==> config.mk <==
export PLATFORM = sky130hd
export DESIGN_NAME = searchable_lifo_stack_core
export DESIGN_NICKNAME = d
export VERILOG_FILES = /design/src/lstk_pkg.sv /design/src/lstk_cell.sv /design/src/lstk_ctrl.sv /design/src/searchable_lifo_stack_core.sv
export SDC_FILE = /design/constraint.sdc
export NUM_CORES = 2
export LEC_CHECK = 0
export BUFFER_PORTS_ARGS = -buffer_cell sky130_fd_sc_hd__buf_2
export CAP_MARGIN = 20
export CORE_MARGIN = 5
export CORE_UTILIZATION = 45
export CTS_BUF_LIST = sky130_fd_sc_hd__clkbuf_8
export DETAILED_ROUTE_END_ITERATION = 8
export MAX_ROUTING_LAYER = met4
export PLACE_DENSITY = 0.64
export SLEW_MARGIN = 20
export SYNTH_ARGS = -nofsm -noshare
export SYNTH_HDL_FRONTEND = slang
export SYNTH_SLANG_ARGS = --single-unit
==> constraint.sdc <==
create_clock -name clk -period 64.9 [get_ports clk]
set_input_delay 3.245 -clock clk [delete_from_list [all_inputs] [get_ports clk]]
set_output_delay 3.245 -clock clk [all_outputs]
set_load 0.1 [all_outputs]
==> src/lstk_pkg.sv <==
package lstk_pkg;

  // stack geometry
  localparam int STACK_DEPTH = 64;
  localparam int WORD_WIDTH  = 32;
  localparam int CNT_W       = $clog2(STACK_DEPTH + 1);
  localparam int IDX_W       = $clog2(STACK_DEPTH);

  // request action codes
  localparam logic [2:0] ACT_PUSH   = 3'd0;
  localparam logic [2:0] ACT_POP    = 3'd1;
  localparam logic [2:0] ACT_SEARCH = 3'd2;
  localparam logic [2:0] ACT_READ   = 3'd3;
  localparam logic [2:0] ACT_CLEAR  = 3'd4;

  // result status codes
  localparam logic [1:0] STAT_OK         = 2'd0;
  localparam logic [1:0] STAT_POP_EMPTY  = 2'd1;
  localparam logic [1:0] STAT_PUSH_FULL  = 2'd2;
  localparam logic [1:0] STAT_NOT_FOUND  = 2'd3;

  // movement of the cell chain each cycle
  typedef enum logic [1:0] {
    SH_HOLD,
    SH_DOWN,
    SH_UP
  } shift_t;

  // controller states
  typedef enum logic [1:0] {
    S_IDLE,
    S_EXEC,
    S_SCAN,
    S_REPORT
  } state_t;

  // control handed from the controller to every cell
  typedef struct packed {
    shift_t                  mode;
    logic [WORD_WIDTH-1:0]   push_data;
  } chain_ctl_t;

  // operand to stored word width, sign extended or truncated
  function automatic logic [WORD_WIDTH-1:0] to_word(input logic [31:0] v);
    return WORD_WIDTH'($signed(v));
  endfunction

  // stored word to the 32-bit result field
  function automatic logic [31:0] to_result(input logic [WORD_WIDTH-1:0] w);
    return 32'(w);
  endfunction

endpackage

==> src/lstk_cell.sv <==
module lstk_cell import lstk_pkg::*; (
  input  logic                  clk,
  input  chain_ctl_t            ctl,
  input  logic [WORD_WIDTH-1:0] from_above,
  input  logic [WORD_WIDTH-1:0] from_below,
  output logic [WORD_WIDTH-1:0] entry
);

  logic [WORD_WIDTH-1:0] entry_next;

  // pick the neighbor that moves into this cell
  always_comb begin
    case (ctl.mode)
      SH_DOWN: entry_next = from_above;
      SH_UP:   entry_next = from_below;
      default: entry_next = entry;
    endcase
  end

  always_ff @(posedge clk) begin
    entry <= entry_next;
  end

endmodule

==> src/lstk_ctrl.sv <==
module lstk_ctrl import lstk_pkg::*; (
  input  logic                  clk,
  input  logic                  rst,
  input  logic                  in_valid,
  output logic                  in_ready,
  input  logic [2:0]            action,
  input  logic [31:0]           operand_value,
  input  logic [5:0]            position_query,
  output logic                  out_valid,
  input  logic                  out_ready,
  output logic [1:0]            status,
  output logic [31:0]           result_value,
  output logic [5:0]            result_position,
  output logic [6:0]            fill_level,
  output logic                  empty_flag,
  input  logic [WORD_WIDTH-1:0] top_entry,
  input  logic [WORD_WIDTH-1:0] next_entry,
  output chain_ctl_t            chain
);

  state_t                state, state_next;
  logic [CNT_W-1:0]      count, count_next;
  logic [2:0]            req_action;
  logic [WORD_WIDTH-1:0] req_key;
  logic [5:0]            req_pos;
  logic [IDX_W-1:0]      scan_idx;
  logic                  found;
  logic [IDX_W-1:0]      found_pos;
  logic [WORD_WIDTH-1:0] found_val;
  logic                  out_free;
  logic                  out_load;
  logic                  in_fire;
  logic                  scan_hit;
  logic                  scan_last;
  logic [1:0]            res_status;
  logic [31:0]           res_value;
  logic [IDX_W-1:0]      res_pos;

  assign in_ready  = (state == S_IDLE);
  assign in_fire   = in_valid && in_ready;
  assign out_free  = !out_valid || out_ready;
  assign scan_last = (scan_idx == IDX_W'(STACK_DEPTH - 1));

  // one entry per cycle passes the top cell while the chain rotates
  always_comb begin
    scan_hit = 1'b0;
    if (state == S_SCAN && !found && (CNT_W'(scan_idx) < count)) begin
      if (req_action == ACT_SEARCH) begin
        scan_hit = (top_entry == req_key);
      end else begin
        scan_hit = (32'(scan_idx) == 32'(req_pos));
      end
    end
  end

  // next state
  always_comb begin
    state_next = state;
    unique case (state)
      S_IDLE: begin
        if (in_valid) begin
          if (action == ACT_SEARCH || action == ACT_READ) begin
            state_next = S_SCAN;
          end else begin
            state_next = S_EXEC;
          end
        end
      end
      S_EXEC: begin
        if (out_free) state_next = S_IDLE;
      end
      S_SCAN: begin
        if (scan_last) state_next = S_REPORT;
      end
      S_REPORT: begin
        if (out_free) state_next = S_IDLE;
      end
      default: state_next = S_IDLE;
    endcase
  end

  // chain control, fill count and result
  always_comb begin
    chain.mode      = SH_HOLD;
    chain.push_data = req_key;
    count_next      = count;
    out_load        = 1'b0;
    res_status      = STAT_OK;
    res_value       = '0;
    res_pos         = '0;
    unique case (state)
      S_EXEC: begin
        if (out_free) begin
          out_load = 1'b1;
          unique case (req_action)
            ACT_PUSH: begin
              if (count < CNT_W'(STACK_DEPTH)) begin
                chain.mode = SH_DOWN;
                count_next = count + CNT_W'(1);
                res_value  = to_result(req_key);
              end else begin
                res_status = STAT_PUSH_FULL;
                res_value  = to_result(top_entry);
              end
            end
            ACT_POP: begin
              if (count == '0) begin
                res_status = STAT_POP_EMPTY;
              end else begin
                chain.mode = SH_UP;
                count_next = count - CNT_W'(1);
                if (count != CNT_W'(1)) res_value = to_result(next_entry);
              end
            end
            ACT_CLEAR: begin
              count_next = '0;
            end
            default: begin
              if (count != '0) res_value = to_result(top_entry);
            end
          endcase
        end
      end
      S_SCAN: begin
        chain.mode = SH_UP;
      end
      S_REPORT: begin
        if (out_free) begin
          out_load = 1'b1;
          if (found) begin
            res_value = to_result(found_val);
            res_pos   = found_pos;
          end else begin
            res_status = STAT_NOT_FOUND;
          end
        end
      end
      default: begin
      end
    endcase
  end

  // control registers
  always_ff @(posedge clk) begin
    if (rst) begin
      state     <= S_IDLE;
      count     <= '0;
      out_valid <= 1'b0;
      scan_idx  <= '0;
      found     <= 1'b0;
    end else begin
      state <= state_next;
      count <= count_next;
      if (out_load) begin
        out_valid <= 1'b1;
      end else if (out_ready) begin
        out_valid <= 1'b0;
      end
      if (in_fire) begin
        scan_idx <= '0;
        found    <= 1'b0;
      end else if (state == S_SCAN) begin
        scan_idx <= scan_idx + IDX_W'(1);
        if (scan_hit) found <= 1'b1;
      end
    end
  end

  // request, scan capture and result payload
  always_ff @(posedge clk) begin
    if (in_fire) begin
      req_action <= action;
      req_key    <= to_word(operand_value);
      req_pos    <= position_query;
    end
    if (scan_hit) begin
      found_pos <= scan_idx;
      found_val <= top_entry;
    end
    if (out_load) begin
      status          <= res_status;
      result_value    <= res_value;
      result_position <= 6'(res_pos);
      fill_level      <= 7'(count_next);
      empty_flag      <= (count_next == '0);
    end
  end

endmodule

==> src/searchable_lifo_stack_core.sv <==
// Searchable LIFO stack built as a chain of storage cells, top entry in cell 0.
// Input transaction: in_valid/in_ready with action, operand_value and
// position_query. Output transaction: out_valid/out_ready with status,
// result_value, result_position, fill_level and empty_flag; one result for
// every accepted request, in order.
// Push, pop, clear and unknown actions shift the chain by at most one cell;
// the execute state loads their result once the output register is free.
// Search and read-by-position rotate the whole chain through the top cell,
// one entry per cycle, through all STACK_DEPTH cells so the stack ends in
// its original order; the report state then loads their result once the
// output register is free. The rotation length sets their throughput.
// One request is processed at a time; in_ready is high whenever the
// controller is idle, even while the previous result waits in the output
// register. When the receiver stalls, a finished result holds in the output
// register and the next request waits before it changes the stack.
// Synchronous reset empties the stack (fill level 0) and drops any pending
// result; stored words are not cleared and are never read before a push.
module searchable_lifo_stack_core import lstk_pkg::*; (
  input  logic        clk,
  input  logic        rst,
  input  logic        in_valid,
  output logic        in_ready,
  input  logic [2:0]  action,
  input  logic [31:0] operand_value,
  input  logic [5:0]  position_query,
  output logic        out_valid,
  input  logic        out_ready,
  output logic [1:0]  status,
  output logic [31:0] result_value,
  output logic [5:0]  result_position,
  output logic [6:0]  fill_level,
  output logic        empty_flag
);

  chain_ctl_t            chain;
  logic [WORD_WIDTH-1:0] entries [STACK_DEPTH];

  // controller: request decode, scan sequencing and output register
  lstk_ctrl u_ctrl (
    .clk             (clk),
    .rst             (rst),
    .in_valid        (in_valid),
    .in_ready        (in_ready),
    .action          (action),
    .operand_value   (operand_value),
    .position_query  (position_query),
    .out_valid       (out_valid),
    .out_ready       (out_ready),
    .status          (status),
    .result_value    (result_value),
    .result_position (result_position),
    .fill_level      (fill_level),
    .empty_flag      (empty_flag),
    .top_entry       (entries[0]),
    .next_entry      (entries[1]),
    .chain           (chain)
  );

  // row of cells; shifting up wraps the entry of the top cell into the last cell
  for (genvar i = 0; i < STACK_DEPTH; i++) begin : g_cell
    if (i == 0) begin : g_top
      lstk_cell u_cell (
        .clk        (clk),
        .ctl        (chain),
        .from_above (chain.push_data),
        .from_below (entries[1]),
        .entry      (entries[0])
      );
    end else if (i == STACK_DEPTH - 1) begin : g_bottom
      lstk_cell u_cell (
        .clk        (clk),
        .ctl        (chain),
        .from_above (entries[i-1]),
        .from_below (entries[0]),
        .entry      (entries[i])
      );
    end else begin : g_mid
      lstk_cell u_cell (
        .clk        (clk),
        .ctl        (chain),
        .from_above (entries[i-1]),
        .from_below (entries[i+1]),
        .entry      (entries[i])
      );
    end
  end

endmodule

* Yosys cells after proc, flatten, opt, wreduce, memory -nomap -nowiden *
Index checks and enable logic that the tools add are counted.

storage, ports and cells
  logic and storage cells = 221
  memories kept = 0
  flip-flop bits (word level) = 2192
  bits in read-only memories = 0
  memory bits (writable) = 0
  output and inout bits = 50
  input port bits = 45
  latch bits = 0

cells by class
  order comparisons = 2
  divide/modulo/power cells = 0
  shift operators = 0
  add/sub/neg operators = 3
  mux-type cells = 101
  bitwise logic cells = 0
  $mul = 0
  equality and inequality tests = 17
  reduce and logical (&&, ||, !) cells = 19

operator list
  operator             count
  $pmux 32 s2          65
  $mux 32              7
  $pmux 32 s3          1
  $eq 32x32->1         1
  $mux 7               4
  $pmux 7 s3           1
  $mux 2               10
  $pmux 2 s2           4
  $logic_not 7->1      2
  $eq 3x2->1 const B   3
  $mux 1               8
  $add 7x1->7 const B  1
  $lt 6x7->1           1
  $lt 7x7->1 const B   1
  $ne 7x1->1 const B   1
  $reduce_bool 7->1    1
  $sub 7x1->7 const B  1
  $add 6x1->6 const B  1
  $eq 2x2->1 const B   3
  $eq 6x6->1           1
  $eq 6x6->1 const B   1
  $pmux 2 s3           1
  $reduce_and 3->1     2
  $eq 2x1->1 const B   2
  12 further kinds     19

* Depth between registers and ports, before layout *
  depth after elaboration = 7
  gate-level depth with buffers = 12
  mapped depth without buffers = 8

* By module *
A second synthesis with hierarchy kept.

second synthesis, totals
  cells, all modules = 5062
  area, all modules = 104123.6 um^2

by module, submodules not included
  module     sequential area each (um^2)  times used  area an instance (um^2)  cells an instance
  lstk_cell  960.9                        64          1525.2                   71
  lstk_ctrl  4154.0                       1           6510.0                   518

* Least setup slack after synthesis *
No wires, ideal clock.

  kind = input to register
  start point = input port out_ready
  end point = register g_cell[0].g_top.u_cell.entry[0], enable pin
  path slack = 18.516 ns
  path buffers = 2
  arrival time = 44.008 ns
  data required time = 62.524 ns
  cell stages on the path = 7
  library setup time = 2.376 ns
  cells stage by stage = nand2b_1 > and3_1 > clkbuf_1 > clkbuf_1 > nand2_1 > ha_1 > inv_1

between the ends
  word-level cells in the longest chain between the ends = 5
  elaborated cells between the ends (all ways) = 6
  those cells by class = 2 x eq/ne; 2 x mux; 2 x reduce/logical

RTL lines
  element                                          line                              text
  start, declared                                  searchable_lifo_stack_core.sv:27  input logic out_ready,
  $logic_or 1x1->1 (*)                             lstk_ctrl.sv:41                   assign out_free = !out_valid || out_ready;
  $mux 2 (*)                                       lstk_ctrl.sv:93                   if (out_free) begin
  $pmux 2 s2 (*)                                   lstk_ctrl.sv:91                   unique case (state)
  $eq 2x1->1 / $eq 2x2->1 (equally long branches)  lstk_cell.sv:13                   case (ctl.mode)
  $reduce_bool 2->1 (no line) (*)                  --
  end signal, assigned                             lstk_cell.sv:21                   entry <= entry_next;
  end, declared                                    lstk_cell.sv:6                    output logic [WORD_WIDTH-1:0] entry

Every way passes the cells marked *; elsewhere a longest branch is shown, timed or not.
A chain may end at the register's enable or synchronous reset.

* Final worst setup path *
  start point = input port out_ready
  end point = register g_cell[12].g_mid.u_cell.entry[18], data pin

between the ends
  word-level cells in the longest chain between the ends = 5
  elaborated cells between the ends (all ways) = 6
  those cells by class = 2 x eq/ne; 3 x mux; 1 x reduce/logical

RTL lines
  element                                          line             text
  $logic_or 1x1->1 (*)                             lstk_ctrl.sv:41
  $mux 2 (*)                                       lstk_ctrl.sv:93
  $pmux 2 s2 (*)                                   lstk_ctrl.sv:91
  $eq 2x2->1 / $eq 2x1->1 (equally long branches)  lstk_cell.sv:13
  $pmux 32 s2 (*)                                  lstk_cell.sv:13
  net g_cell[12].g_mid.u_cell.entry_next[18]       lstk_cell.sv:9   logic [WORD_WIDTH-1:0] entry_next;
  end signal, assigned                             lstk_cell.sv:21
  end, declared                                    lstk_cell.sv:6

The timed path passes the listed nets; every way through them passes the cells marked *.

==> metrics.txt <==
run status finished, final reports clean; starting density of the core 45.2%; Tot GR Track Use 13.2%; slowest library cell on the worst path sky130_fd_sc_hd__buf_4; cell mode on critical path sky130_fd_sc_hd__buf_4; cts-stage hold buffer count 0; Setup Buffers After CTS 0; filler instances 16,791; Post-Synthesis Cell Area 92,400 sq um; clock insertion delay at the later pin of the skew report 1.00 ns; length of the first detailed-routing pass in iterations 5; type of element launching the critical path input port; fraction of the cycle the final worst path needs 13.9%; power density relative to cell area 38.4 nW/um^2; area of the core 204,000 sq um; top-level I/O count 95; share of the synthesized area in the top cell type 70.7%; required time at the worst-slack endpoint 65.59 ns; quantity of gates resized following cts 0; height of the die 463 um; cells traversed along the worst timing path buf_2 > nor2b_1 > a211oi_4 > buf_4 > and2_4 > o21a_1 > ha_4 > buf_4 > buf_12 > buf_4 > buf_4 > buf_4 > mux2_2; Final Hold Fails 0; data arrival time of the critical path 9.74 ns; global placer's final weighted congestion 0.803; Synth-to-Final Area Change 10.4%; num rows 166; async set or reset register ratio after synthesis 0%; setup repair after global routing missed its margin no; largest vdd supply drop 0.0310 mV; number of DRC markers after the initial detailed-route iteration 3,104; normalized max-slew margin 22.6%; DP Wirelength 80,700 um; number of synthesized flops with an enable pin 2,175; clock skew after layout 0.0809 ns; share of final-layout standard cells stronger than drive strength 1 48.5%; Mean Syn Cell Area 18.9 sq um; largest cells by area after synthesis sky130_fd_sc_hd__edfxtp_1, sky130_fd_sc_hd__mux2_2, sky130_fd_sc_hd__buf_2; Die ar. 215,000 sq um; Port Buffer Count 94; first-pass GRT wire length 231,000 um; maximum level of the CTS H-tree 5; Total Nets Final 5,221; type of destination of the critical path register; post-detailed-route DRC marker count 0; compound-cell area share of the yosys netlist 1.02%; number of vias in the routed layout 42,192; clock transition at the registers of the reported paths 0.06 ns; share of synthesized area spent on multiplexers 25.3%; category of the critical setup timing path input port to register; Cell variety after synth 52; critical path buffer and inverter count 7; Detail Route Antenna Nets 0; main combinational cell family by area after synthesis multiplexers; number of global-route vias before repair 43,978; number of warnings printed during yosys synthesis 0; Leakage Power 30.6 nW; sequential element share of the synthesized area 71.1%; Total Wirelength 142,000 um; Gate Count Post-Synth 4,902; top flip-flop cell by instance count after synthesis sky130_fd_sc_hd__edfxtp_1; register bit count reported by yosys 2,192; Max Cap Viol 0; root cell of the clock tree sky130_fd_sc_hd__clkbuf_8; final number of max-transition violations 0; CTS tree built; Max stage delay on crit path 0.92 ns; slew at the pin closest to its max-slew limit 1.16 ns; total gr overflow 0; Total Power 3.92 mW; class of the tightest hold or removal check register to register; arithmetic-cell share of the synthesized area counting full adders, half adders and majority gates 0.203%; final setup violation count 0; initial antenna violation count 7; cts bufs inserted 370; xor/xnor share of the synthesized area 0.398%; Avg Vias per Cell 5.20; fraction of the mapped netlist area in simple logic gates 0.708%; post-detailed-route wirelength per cell 17.5 um; CP top delay family buffers and inverters; most common cell after layout, fill and taps aside sky130_fd_sc_hd__edfxtp_1; Sum Neg Setup Slack 0 ns; cell accounting for the most synthesized area sky130_fd_sc_hd__edfxtp_1; nets in the synthesized netlist 4,962; commonest non-fill, non-tap cells in the layout sky130_fd_sc_hd__edfxtp_1, sky130_fd_sc_hd__mux2_2, sky130_fd_sc_hd__clkbuf_8; Die Span X 463 um; worst-path maximum fanout 83; upper clock frequency limit 111 MHz; worst-case clock buffer depth 4; clock sink count 2,192; largest net degree at the start of global routing 204; final worst path period need 9.04 ns
## kinds of logic (layout without fill, tap and decap cells)
kind of cell    Yosys count  in the layout
compound gates          173            173
xor+xnor                 42             42
fa+ha+maj                15             15
buf+inv                 273            790
flops                  2192           2192
mux                    2082           2082
other cells               0              4
simple gates            125            125
## report_power, final
group          leakage (nW)  switching (mW)  internal (mW)
clock                  3.72           0.521          0.556
combinational          8.10           0.442          0.361
sequential             18.8           0.106           1.94
## registers in the layout (all words and copies together) (netlist names), 3 cells and up
signal / flops
u_ctrl.result_position: 6
u_ctrl.result_value: 32
u_ctrl.found_val: 32
u_ctrl.req_key: 32
u_ctrl.req_action: 3
g_cell.g_top.u_cell.entry: 32
u_ctrl.found_pos: 6
u_ctrl.count: 7
g_cell.g_bottom.u_cell.entry: 32
u_ctrl.req_pos: 6
u_ctrl.scan_idx: 6
u_ctrl.fill_level: 7
g_cell.g_mid.u_cell.entry: 1984
## final timing paths
check / from / endpoint / slack [ns] / cells after the start
hold / removal: g_cell[51].g_mid.u_cell.entry[11] / g_cell[52].g_mid.u_cell.entry[11] / 0.51 / 1
hold reg to reg: g_cell[51].g_mid.u_cell.entry[11] / g_cell[52].g_mid.u_cell.entry[11] / 0.51 / 1
setup reg to reg: u_ctrl.count[6] / g_cell[12].g_mid.u_cell.entry[18] / 57.07 / 13
setup / recovery: out_ready / g_cell[12].g_mid.u_cell.entry[18] / 55.86 / 13
## layer usage
metal,global-route usage [%],routed length (um),vias up,share of wire (%)
li1,-,-,19970,-
met1,17.4,65300,21192,46
met2,20.3,67200,711,47
met3,2.59,5530,319,3.9
met4,4.97,4130,0,2.9
met5,-,0,-,0
## area by class of cell
class	count	area (sq um)	area share, %
Timing Repair Buffer	145	977	0.958
Tap cell	2688	3360	3.30
Clock inverter	252	1160	1.14
Inverter	15	63.8	0.0625
Antenna cell	4	10.0	0.00981
Clock buffer	378	5200	5.10
Multi-Input combinational cell	2437	25600	25.1
Sequential cell	2192	65700	64.3
## cell usage after synthesis, types with 2 or more instances
cell and instances:
sky130_fd_sc_hd__xor2_1 5, sky130_fd_sc_hd__nand3_1 5, sky130_fd_sc_hd__and3_1 3, sky130_fd_sc_hd__inv_1 15
sky130_fd_sc_hd__and2_1 8, sky130_fd_sc_hd__o21ai_0 71, sky130_fd_sc_hd__a21oi_1 75, sky130_fd_sc_hd__buf_1 8
sky130_fd_sc_hd__buf_2 131, sky130_fd_sc_hd__ha_1 15, sky130_fd_sc_hd__mux2_2 2049, sky130_fd_sc_hd__o221ai_1 2
sky130_fd_sc_hd__mux2i_1 33, sky130_fd_sc_hd__o21ai_1 5, sky130_fd_sc_hd__or2_2 3, sky130_fd_sc_hd__a22oi_1 2
sky130_fd_sc_hd__nor2_1 18, sky130_fd_sc_hd__dfxtp_1 17, sky130_fd_sc_hd__nand2b_1 3, sky130_fd_sc_hd__nor3_1 3
sky130_fd_sc_hd__nor4_1 4, sky130_fd_sc_hd__o211ai_1 2, sky130_fd_sc_hd__nand4_1 13, sky130_fd_sc_hd__a31oi_1 2
sky130_fd_sc_hd__nand2_1 44, sky130_fd_sc_hd__clkbuf_1 118, sky130_fd_sc_hd__nor2b_1 6, sky130_fd_sc_hd__xnor2_1 37
sky130_fd_sc_hd__a211oi_1 3, sky130_fd_sc_hd__or3_1 6, sky130_fd_sc_hd__edfxtp_1 2175
## metrics by stage
| stage | instances | hold slack, ns | util (%) | worst slack (ns) | cell area (sq um) |
|---|---|---|---|---|---|
| after CTS | 8106 | 0.497 | 49.9 | 55.45 | 102000 |
| after global placement | 7476 | 0.488 | 46.8 | 54.49 | 95600 |
| after detailed placement | 7476 | 0.506 | 46.8 | 54.38 | 95600 |
| after global routing | 8110 | 0.526 | 49.9 | 55.55 | 102000 |
| after floorplan | 4902 | 0.466 | - | 18.52 | 92400 |
| final | 8111 | 0.507 | 49.9 | 55.86 | 102000 |
Power figures use the tool's default switching activity.
